<file path="src/design/whss_pkg.sv">
// package for the weighted hash socket steering block
// shared constants and the hash prefold; no dependencies
package whss_pkg;

    localparam int NUM_SOCKETS_DEF = 8;
    localparam int TABLE_DEPTH_DEF = 128;
    localparam int HASH_W = 32;
    localparam int WEIGHT_W = 4;
    localparam int WEIGHT_REG_W = 32;
    localparam int MAX_WEIGHTED = 8;
    localparam logic [31:0] WEIGHTS_RESET = 32'h1111_1111;

    localparam logic [1:0] MODE_BCAST  = 2'd0;
    localparam logic [1:0] MODE_SINGLE = 2'd1;
    localparam logic [1:0] MODE_DOUBLE = 2'd2;
    localparam logic [1:0] MODE_RSVD   = 2'd3;

    function automatic logic [HASH_W-1:0] mix_hash(input logic [HASH_W-1:0] h);
        mix_hash = h ^ (h >> 8) ^ (h >> 16) ^ (h >> 24);
    endfunction

endpackage

</file>
<file path="src/design/weighted_hash_socket_steering.sv">
// weighted hash socket steering, top level
// uses whss_pkg; holds the weighted table memory and a restoring divider
//
// An item is taken when i_start is high and o_busy is low; its socket mask comes
// out on o_steer_mask with o_done high for one cycle, and the receiver cannot
// stall it. Broadcast (mode 0 or 3) goes from acceptance straight to the output
// state. For each hash, a steering item with an unchanged eligible mask passes
// through the fold state, 32 steps in a bit-serial modulo unit, the wait state,
// one synchronous table read and the output state; power-of-two counts and
// in-range masked hashes skip the divider, save counts of 3, 5, 6 and 7. A
// changed mask first rebuilds the table, visiting each socket in turn and
// writing one entry per cycle, up to TABLE_DEPTH entries in all.
module weighted_hash_socket_steering #(
    parameter int NUM_SOCKETS = whss_pkg::NUM_SOCKETS_DEF,
    parameter int TABLE_DEPTH = whss_pkg::TABLE_DEPTH_DEF
) (
    input  logic                   i_clk,
    input  logic                   i_rst_n,
    input  logic                   i_cfg_we,
    input  logic [31:0]            i_cfg_wdata,
    input  logic                   i_start,
    output logic                   o_busy,
    input  logic [NUM_SOCKETS-1:0] i_eligible_mask,
    input  logic [31:0]            i_hash,
    input  logic [31:0]            i_hash2,
    input  logic [1:0]             i_mode,
    output logic                   o_done,
    output logic [NUM_SOCKETS-1:0] o_steer_mask
);

    localparam int IDX_W = $clog2(TABLE_DEPTH);
    localparam int CNT_W = $clog2(TABLE_DEPTH + 1);
    localparam int SOCK_W = $clog2(NUM_SOCKETS);
    localparam int SCNT_W = $clog2(NUM_SOCKETS + 1);
    localparam int USED = (NUM_SOCKETS < whss_pkg::MAX_WEIGHTED) ? NUM_SOCKETS
                                                                : whss_pkg::MAX_WEIGHTED;

    localparam logic [3:0] S_IDLE  = 4'd0;
    localparam logic [3:0] S_SOCK  = 4'd1;
    localparam logic [3:0] S_FILL  = 4'd2;
    localparam logic [3:0] S_FOLD  = 4'd3;
    localparam logic [3:0] S_DIV   = 4'd4;
    localparam logic [3:0] S_READ  = 4'd5;
    localparam logic [3:0] S_WAIT  = 4'd6;
    localparam logic [3:0] S_OUT   = 4'd7;

    logic [3:0]             r_state;
    logic [31:0]            r_weights;
    logic [NUM_SOCKETS-1:0] r_cached;
    logic [CNT_W-1:0]       r_count;
    logic [NUM_SOCKETS-1:0] r_elig;
    logic [31:0]            r_h1, r_h2;
    logic                   r_dbl, r_second, r_bcast;
    logic [SCNT_W-1:0]      r_sock;
    logic [3:0]             r_wleft;
    logic [31:0]            r_a;
    logic [CNT_W-1:0]       r_rem;
    logic [5:0]             r_bit;
    logic [IDX_W-1:0]       r_idx;
    logic [NUM_SOCKETS-1:0] r_res;
    logic                   r_done;

    logic [NUM_SOCKETS-1:0] mem [TABLE_DEPTH];
    logic [NUM_SOCKETS-1:0] r_rdata;

    // memory ports
    logic                   mem_we;
    logic [IDX_W-1:0]       mem_waddr;
    logic [NUM_SOCKETS-1:0] mem_wdata;

    always_ff @(posedge i_clk) begin
        if (mem_we) begin
            mem[mem_waddr] <= mem_wdata;
        end
        r_rdata <= mem[r_idx];
    end

    // fold helpers
    logic [31:0]      mixed;
    logic [CNT_W:0]   cnt_ext;
    logic             is_pow2;
    logic             is_small;
    logic [CNT_W-1:0] cnt_m1;
    logic [CNT_W:0]   pmask;
    logic [CNT_W:0]   r_low;
    logic [CNT_W:0]   trial;
    logic [3:0]       cur_w;

    assign mixed   = whss_pkg::mix_hash(r_second ? r_h2 : r_h1);
    assign cnt_ext = {1'b0, r_count};
    assign cnt_m1  = r_count - 1'b1;
    assign is_pow2 = (r_count & cnt_m1) == '0;
    // counts of 3, 5, 6 and 7 always take the true modulo
    assign is_small = (r_count == CNT_W'(3)) || (r_count == CNT_W'(5))
                      || (r_count == CNT_W'(6)) || (r_count == CNT_W'(7));

    always_comb begin
        pmask = '0;
        for (int i = 0; i <= CNT_W; i++) begin
            if ((cnt_ext >> i) != '0) pmask[i] = 1'b1;
        end
    end
    assign r_low = mixed[CNT_W:0] & pmask;
    assign trial = {r_rem, r_a[31]};

    always_comb begin
        cur_w = '0;
        if (r_sock < SCNT_W'(USED)) begin
            cur_w = r_weights[r_sock[SOCK_W-1:0]*whss_pkg::WEIGHT_W +: whss_pkg::WEIGHT_W];
        end
    end

    assign mem_we    = (r_state == S_FILL) && (r_wleft != '0)
                       && (r_count < CNT_W'(TABLE_DEPTH));
    assign mem_waddr = r_count[IDX_W-1:0];
    assign mem_wdata = NUM_SOCKETS'(1) << r_sock[SOCK_W-1:0];

    always_ff @(posedge i_clk) begin
        if (!i_rst_n) begin
            r_state   <= S_IDLE;
            r_weights <= whss_pkg::WEIGHTS_RESET;
            r_cached  <= '0;
            r_count   <= '0;
            r_done    <= 1'b0;
        end else begin
            r_done <= 1'b0;
            if (i_cfg_we) r_weights <= i_cfg_wdata;
            case (r_state)
                S_IDLE: begin
                    if (i_start) begin
                        r_elig   <= i_eligible_mask;
                        r_h1     <= i_hash;
                        r_h2     <= i_hash2;
                        r_dbl    <= (i_mode == whss_pkg::MODE_DOUBLE);
                        r_second <= 1'b0;
                        r_bcast  <= !(i_mode == whss_pkg::MODE_SINGLE
                                      || i_mode == whss_pkg::MODE_DOUBLE);
                        if (!(i_mode == whss_pkg::MODE_SINGLE
                              || i_mode == whss_pkg::MODE_DOUBLE)) begin
                            r_res   <= i_eligible_mask;
                            r_state <= S_OUT;
                        end else begin
                            r_res <= '0;
                            if (i_eligible_mask != r_cached) begin
                                r_cached <= i_eligible_mask;
                                r_count  <= '0;
                                r_sock   <= '0;
                                r_state  <= S_SOCK;
                            end else begin
                                r_state <= S_FOLD;
                            end
                        end
                    end
                end
                S_SOCK: begin
                    if (r_sock >= SCNT_W'(NUM_SOCKETS)) begin
                        r_state <= S_FOLD;
                    end else begin
                        r_wleft <= r_elig[r_sock[SOCK_W-1:0]] ? cur_w : '0;
                        r_state <= S_FILL;
                    end
                end
                S_FILL: begin
                    if (r_wleft == '0 || r_count >= CNT_W'(TABLE_DEPTH)) begin
                        r_sock  <= r_sock + 1'b1;
                        r_state <= S_SOCK;
                    end else begin
                        r_count <= r_count + 1'b1;
                        r_wleft <= r_wleft - 1'b1;
                    end
                end
                S_FOLD: begin
                    if (r_count == '0) begin
                        r_state <= S_OUT;
                    end else if (is_pow2) begin
                        r_idx   <= mixed[IDX_W-1:0] & cnt_m1[IDX_W-1:0];
                        r_state <= S_READ;
                    end else if (!is_small && r_low < cnt_ext) begin
                        r_idx   <= r_low[IDX_W-1:0];
                        r_state <= S_READ;
                    end else begin
                        // bit-serial restoring modulo
                        r_a     <= mixed;
                        r_rem   <= '0;
                        r_bit   <= '0;
                        r_state <= S_DIV;
                    end
                end
                S_DIV: begin
                    r_a <= {r_a[30:0], 1'b0};
                    if (trial >= cnt_ext) r_rem <= CNT_W'(trial - cnt_ext);
                    else                  r_rem <= trial[CNT_W-1:0];
                    r_bit <= r_bit + 1'b1;
                    if (r_bit == 6'd31) r_state <= S_WAIT;
                end
                S_WAIT: begin
                    // remainder is final here
                    r_idx   <= r_rem[IDX_W-1:0];
                    r_state <= S_READ;
                end
                S_READ: begin
                    r_state <= S_OUT;
                    r_bcast <= 1'b0;
                end
                S_OUT: begin
                    if (!r_bcast && r_count != '0) begin
                        r_res <= r_res | r_rdata;
                    end
                    if (r_dbl && !r_second && r_count != '0) begin
                        r_second <= 1'b1;
                        r_state  <= S_FOLD;
                    end else begin
                        r_state <= S_IDLE;
                        r_done  <= 1'b1;
                    end
                end
                default: r_state <= S_IDLE;
            endcase
        end
    end

    // result of the last read is merged as the item leaves
    assign o_busy       = (r_state != S_IDLE);
    assign o_done       = r_done;
    assign o_steer_mask = r_res;

endmodule

</file>
<file path="config.mk">
export PLATFORM = sky130hd
export DESIGN_NAME = weighted_hash_socket_steering
export DESIGN_NICKNAME = d
export VERILOG_FILES = /design/src/design/whss_pkg.sv /design/src/design/weighted_hash_socket_steering.sv
export SDC_FILE = /design/constraint.sdc
export NUM_CORES = 1
export LEC_CHECK = 0
export ABC_CLOCK_PERIOD_IN_PS = 12400
export BUFFER_PORTS_ARGS = -buffer_cell sky130_fd_sc_hd__buf_2
export CELL_PAD_IN_SITES_DETAIL_PLACEMENT = 0
export CELL_PAD_IN_SITES_GLOBAL_PLACEMENT = 1
export CORE_ASPECT_RATIO = 1.75
export CORE_MARGIN = 1
export CORE_UTILIZATION = 50
export DETAILED_ROUTE_END_ITERATION = 16
export PLACE_DENSITY_LB_ADDON = 0.3
export SETUP_SLACK_MARGIN = 0.4
export SYNTH_ARGS = -nofsm -noshare
export SYNTH_HDL_FRONTEND = slang
export SYNTH_SLANG_ARGS = --single-unit
</file>
<file path="constraint.sdc">
create_clock -name i_clk -period 12.4 [get_ports i_clk]
set_clock_uncertainty 0.2 [all_clocks]
set_input_delay 3.72 -clock i_clk [delete_from_list [all_inputs] [get_ports i_clk]]
set_output_delay 3.72 -clock i_clk [all_outputs]
set_load 0.02 [all_outputs]
</file>
; After elaboration in Yosys (flattened, before gate mapping)
; Memory sizes are Yosys's and may differ from the RTL's. A register that Yosys moved wholly into a read port is not among the register bits.
; Cells that the tools add are included.
[classes]
shift = 2
n_reduce_logical = 47
eq_ne = 28
bitwise = 7
add_sub_neg = 6
n_lt_le_gt_ge = 7
n_mux = 66
[op_table]
columns = operator, count
row1 = two-way mux 32 bit, 4
row2 = two-way mux 8 bit, 11
row3 = one-hot mux 32 bit (2 select lines), 1
row4 = nonzero test 9 bit, 7
row5 = one-hot mux 8 bit (2 select lines), 3
row6 = two-way mux 4 bit, 11
row7 = one-hot mux 4 bit (8 select lines), 1
row8 = indexed part select 32 x 6 -> 4 bit, 1
row9 = XOR 32 x 16 -> 32 bit, 1
row10 = XOR 32 x 24 -> 32 bit, 1
row11 = XOR 32 x 8 -> 32 bit, 1
row12 = == test 8 x 3 -> 1 bit (second input constant), 3
row13 = != test 2 bit (second input constant), 11
row14 = two-way mux 7 bit, 3
row15 = AND reduction 4 bit, 5
row16 = two-way mux 1 bit, 18
row17 = two-way mux 6 bit, 3
row18 = == test 4 x 3 -> 1 bit (second input constant), 4
row19 = zero test 8 bit, 2
row20 = one-hot mux 4 bit (2 select lines), 2
row21 = one-hot mux 7 bit (2 select lines), 1
row22 = one-hot mux 6 bit (2 select lines), 1
row23 = nonzero test 2 bit, 6
row24 = AND reduction 5 bit, 2
row25 = 40 further kinds, 60
[totals]
word_cells = 182
mem_bits_rw = 1024
reg_bits = 197
memories = 1
[memory_table]
columns = memory, depth, width, read_ports, rd_clocked_by_memory_dff, wr, line_no
row1 = mem, 128, 8, 1, 1, 1, weighted_hash_socket_steering.sv:63  ; logic [NUM_SOCKETS-1:0] mem [TABLE_DEPTH];

; Depth between registers and ports, before layout
[depth]
word_depth = 11
mapped_depth = 13
depth_no_buf = 12

; Worst setup path after synthesis
; Ideal clock, no wire load.
[synth_timing]
kind = input port to flip-flop
startpoint = input i_rst_n
endpoint = register r_dbl (enable)
stages = 2
t_arrival_ns = 5.670
path_slack_ns = 6.091
required_time_ns = 11.761
setup_time_ns = 0.439
path_cell_list = clkbuf_1 > and2_1
[synth_via]
elab_chain_cells = 1
[synth_lines]
columns = element, line_no
row1 = "start, declared", weighted_hash_socket_steering.sv:18  ; input logic i_rst_n,
row2 = AND reduction 3 bit (no source line), -
row3 = "end signal, assigned", weighted_hash_socket_steering.sv:134  ; r_dbl <= (i_mode == whss_pkg::MODE_DOUBLE);
row4 = "end, declared", weighted_hash_socket_steering.sv:53  ; logic r_dbl, r_second, r_bcast;
; Every way passes these cells.
; A chain may end at the register's enable or synchronous reset.

; Worst setup path in the final report
[layout_timing]
startpoint = register r_state[1]
endpoint = output o_busy
[layout_via]
elab_chain_cells = 1
[layout_lines]
columns = element, line_no
row1 = "start, declared", weighted_hash_socket_steering.sv:47  ; logic [3:0] r_state;
row2 = "start signal, assigned", weighted_hash_socket_steering.sv:120  ; r_state <= S_IDLE;
row3 = "start signal, assigned", weighted_hash_socket_steering.sv:141  ; r_state <= S_OUT;
row4 = "start signal, assigned", weighted_hash_socket_steering.sv:148  ; r_state <= S_SOCK;
row5 = nonzero test 4 bit, weighted_hash_socket_steering.sv:223  ; assign o_busy = (r_state != S_IDLE);
row6 = "end, declared", weighted_hash_socket_steering.sv:22  ; output logic o_busy,
; Every way passes these cells.

==> results by stage <==
Detailed routing:
- The detailed-route wire length per cell is 26.88 um.
- The final layout contains routed wiring with a total length of 113200 um.
- The DRC violation count after routing is 0.
- The first routing iteration left 1917 violations.
- The iteration count of the initial detailed-routing pass is 5.
- The detailed-route via count is 24.85k.
- The count of nets left with antenna violations once routing finished came out at 0.
- The average vias per placed instance is 5.902.

Final layout:
- The net count of the finished layout is 2963.
- The final design area excluding fillers is 54630 um2.
- The non-filler instance count after layout is 4211.
- The count of filler cells inserted in the layout is 7587.
- The layout overhead on the synthesized area is 10.92%.
- The sequential cells in the finished layout cover a total of 36270 um2.
- The post-route netlist has 21.29% of its cells at a drive strength greater than 1.
- Summing all multi-input logic gate instances after layout gives 12350 um2.

Worst setup path:
- The classification of the worst setup path is flop to output port.
- The endpoint arrival time on the critical path is 2.17 ns.
- The slack of the worst reg-to-reg path is 7.80 ns.
- The critical path launch point type is a flop.
- The nature of the critical path endpoint is an output port.
- The worst reg2reg path depth is 8.
- In this run the critical register-to-register path is captured at r_rdata[3].
- The data required time of the worst path is 8.48 ns.
- The startpoint of the lowest-slack register-to-register path is r_idx[0].
- The largest fanout of any net on the critical path is 16.

Min path:
- The worst hold path class is flop to flop.
- The startpoint of the worst hold path is r_weights[0].
- The hold-critical path endpoint is r_weights[0].
- The worst hold path passes through 2 cells.

Clock tree:
- After clock tree synthesis, the clock-pin slew on the worst setup and hold paths is 0.07 ns.
- Buffers inserted to repair hold after CTS numbered 0.
- The number of buffers created by CTS is 100.
- No sink is reached through more buffers than the 3 on the longest clock path.
- The post-CTS setup-driven buffer insertion count is 0.
- The count of instances resized after the clock tree is built is 0.
- The count of H-tree levels built during CTS is 3.
- The number of clock sinks is 1228.
- TritonCTS built the clock tree.
- The clock latency reported for the late side of the worst-skew pair is 0.70 ns.
- The CTS root buffer is sky130_fd_sc_hd__clkbuf_16.

Pwr:
- Combinational logic is responsible for 9.2% of the overall power.
- Registers are responsible for 53.4% of the overall power.
- The power share of the clock group is 37.4%.
- The cell-internal power is 6.854 mW.
- For this design the static power due to leakage is 17.89 nW.
- For this design the total switching power over the nets is 2.055 mW.
- IR analysis of the VDD net gives a maximum drop of 0.1416 mV.
- Dividing total power by cell area gives a power density of 163.1 nW/um2.
- The switching share of power is 23.07%.

Synthesis:
- The most common cell in the synthesized netlist is sky130_fd_sc_hd__edfxtp_1.
- In the post-synthesis netlist, the biggest area contributors are sky130_fd_sc_hd__edfxtp_1, sky130_fd_sc_hd__mux4_2, sky130_fd_sc_hd__mux2i_1.
- The number of warning messages in the yosys log is 0.
- Synthesis produced 2717 cells.
- The post-synthesis sequential area ratio is 73.66%.
- The post-synthesis net count is 2861.
- The fraction of registers with async set/reset is 0%.
- Averaged over all synthesized cells, the footprint is 18.13 um2.
- For this run, the leading register cell type out of synthesis is sky130_fd_sc_hd__edfxtp_1.
- In the synthesized netlist, the cells that appear most often are sky130_fd_sc_hd__edfxtp_1, sky130_fd_sc_hd__nor2_1, sky130_fd_sc_hd__mux4_2, sky130_fd_sc_hd__mux2i_1, sky130_fd_sc_hd__nand2_1.
- The synthesized design spends more area on one cell type than any other, namely sky130_fd_sc_hd__edfxtp_1.
- Yosys mapped a number of flops with a built-in enable equal to 1168.
- The total of flip-flops plus latches after synthesis is 1228.
- The post-synthesis instance area is 49250 um2.
- The number of distinct library cells after synthesis is 65.
- Summed over its instances, the top area cell type makes up 71.22% of the synthesized netlist area.

Timing:
- The final worst-path cycle share is 49.15%.
- The peak clock frequency supported by timing is 0.1641 GHz.
- Setup violations remaining at the end of the flow were counted as 0.
- The final-report hold violation count is 0.
- Setup repair after global routing left no endpoint under its margin.
- Once routing completed, OpenROAD measured the worst setup slack at 6.305 ns.
- The slew of the pin with the lowest slew margin is 1.141 ns.
- In this run the tightest slew margin relative to its limit is 23.90%.
- The shortest clock period the worst path allows after layout is 6.095 ns.
- The smallest hold slack is 0.2864 ns.
- The post-route setup TNS is 0 ns.
- The total count of max-transition violations in the final report is 0.

GRT:
- The global routing's busiest layer is met2.
- Entering global routing, the biggest net connects 158 pins.
- The first global-routing pass estimated 169000 um of wire.
- Summed over all layers, the global routing overflow is 0.
- The met1 routing resource usage after global routing is 25.20%.
- The number of global-route vias before repair came to 26.51k.
- The met2 global-route usage is 44.43%.
- The initial antenna violation count came to 4.
- The global-route met3 utilization is 3.022%.
- The global routing usage summed across all routing layers is 23.31%.

Placement:
- The post-placement cell area is 51210 um2.
- Buffers placed on the I/O ports in this run total 119.
- The pre-CTS worst setup slack is 6.063 ns.
- The total half-perimeter wirelength after legalization and detailed placement is 74350 um.
- Counting tap cells, the placed design contains a total of 4026 instances.
- Routability-driven placement finished with a final weighted congestion of 0.8512.

Die:
- The core outline area is 97750 um2.
- The area of the die is 99800 um2.
- The I/O pin count is 120.
- After floorplanning, the core was divided into 152 placement rows.
- Measured along the y axis, the die boundary spans 417.2 um.
- The starting utilization of the core area is 50.38%.
- Measured along the x axis, the die boundary spans 239.2 um.

Outcome:
- The flow ran to the end, and the final reports show no timing, DRC or antenna violations.

Job:
- The tool flagged a number of max-cap violations equal to 0.
[registers in the layout, indices dropped and copies added, names as in the netlist]
signal	count
mem	1024
o_done	1
o_steer_mask	8
r_a	32
r_bcast	1
r_bit	6
r_cached	8
r_count	8
r_dbl	1
r_elig	8
r_h1	32
r_h2	32
r_idx	7
r_rdata	8
r_rem	8
r_second	1
r_sock	4
r_state	3
r_weights	32
r_wleft	4
[power by group through the flow]
stage	Sequential, mW	Combinational [mW]	Clock, mW
after detailed placement	4.85	0.828	0
after floorplan	4.82	0.564	0
after global routing	4.77	0.889	3.53
final	4.76	0.817	3.33
after CTS	4.76	0.830	3.38
after global placement	4.84	0.811	0
[cells by family (layout without fill, tap and decap cells)]
| family | after synthesis | count (layout) | synth area share [%] |
|---|---|---|---|
| AOI/OAI and AO/OA | 337 | 337 | 4.746 |
| xor gates and xnor gates | 68 | 68 | 1.270 |
| adders and majority gates | 34 | 34 | 0.8791 |
| buffers and inverters | 177 | 358 | 1.514 |
| DFF | 1228 | 1228 | 73.66 |
| muxes | 408 | 408 | 13.62 |
| other | 0 | 4 | 0 |
| and+or+nand+nor | 465 | 465 | 4.307 |
[placed cells by master (no fill, tap or decap), types with 5 or more instances in the layout]
cell type	count
sky130_fd_sc_hd__edfxtp_1	1168
sky130_fd_sc_hd__nor2b_4	5
sky130_fd_sc_hd__o21ai_0	84
sky130_fd_sc_hd__buf_4	31
sky130_fd_sc_hd__and3_1	9
sky130_fd_sc_hd__mux4_2	202
sky130_fd_sc_hd__ha_1	31
sky130_fd_sc_hd__a21oi_1	40
sky130_fd_sc_hd__inv_6	5
sky130_fd_sc_hd__nor3_1	27
sky130_fd_sc_hd__nand3_1	14
sky130_fd_sc_hd__o21a_1	11
sky130_fd_sc_hd__clkinvlp_4	7
sky130_fd_sc_hd__nor2_1	205
sky130_fd_sc_hd__clkinv_2	17
sky130_fd_sc_hd__clkbuf_16	101
sky130_fd_sc_hd__o22ai_1	29
sky130_fd_sc_hd__inv_1	24
sky130_fd_sc_hd__buf_2	119
sky130_fd_sc_hd__mux2i_1	131
sky130_fd_sc_hd__a221o_1	17
sky130_fd_sc_hd__nor2b_1	35
sky130_fd_sc_hd__nand2b_1	6
sky130_fd_sc_hd__nand4_1	10
sky130_fd_sc_hd__clkinv_1	17
sky130_fd_sc_hd__a22oi_1	80
sky130_fd_sc_hd__mux2_2	74
sky130_fd_sc_hd__clkbuf_1	14
sky130_fd_sc_hd__xor2_1	35
sky130_fd_sc_hd__dfxtp_1	60
sky130_fd_sc_hd__and2_1	5
sky130_fd_sc_hd__nand2_1	105
sky130_fd_sc_hd__nor4_1	5
sky130_fd_sc_hd__a221oi_1	17
sky130_fd_sc_hd__a22o_1	16
sky130_fd_sc_hd__xnor2_1	31
sky130_fd_sc_hd__o221ai_1	24
sky130_fd_sc_hd__bufinv_16	18
[worst max path at each step]
stage	start	end	slack, ns	cells past startpoint
floorplan	i_rst_n	r_dbl	6.09	2
global placement	i_rst_n	r_idx[4]	6.14	4
detailed placement	i_rst_n	r_idx[1]	6.06	4
CTS	r_state[1]	o_busy	6.28	3
global route	r_state[1]	o_busy	6.22	3
finish	r_state[1]	o_busy	6.31	3
[worst max-delay path, stage by stage (launching register included)]
cell and delay (ns):
sky130_fd_sc_hd__dfxtp_1 0.70, sky130_fd_sc_hd__clkinv_1 0.42, sky130_fd_sc_hd__nand2_1 0.18, sky130_fd_sc_hd__buf_2 0.18
[cell type report]
type | instances | share of cell area, %
Tap cell | 1309 | 2.998
Antenna cell | 4 | 0.01832
Multi-Input combinational cell | 1312 | 22.61
Sequential cell | 1228 | 66.41
Inverter | 26 | 0.1787
Timing Repair Buffer | 151 | 1.553
Clock buffer | 115 | 4.723
Clock inverter | 66 | 1.516
[metal layers]
layer / vias to the layer above / wire, um
met5: - / 0
met4: 0 / 5088
li1: 11070 / -
met2: 740 / 64260
met3: 206 / 4867
met1: 12830 / 38990
[through the flow]
stage          power [mW]  utilization [%]
6_report            8.909            55.88
5_1_grt             9.184            55.88
4_1_cts             8.965            55.87
2_1_floorplan       5.384                -
3_3_place_gp        5.655            52.38
3_5_place_dp        5.677            52.38
Power figures use the tool's default switching activity.
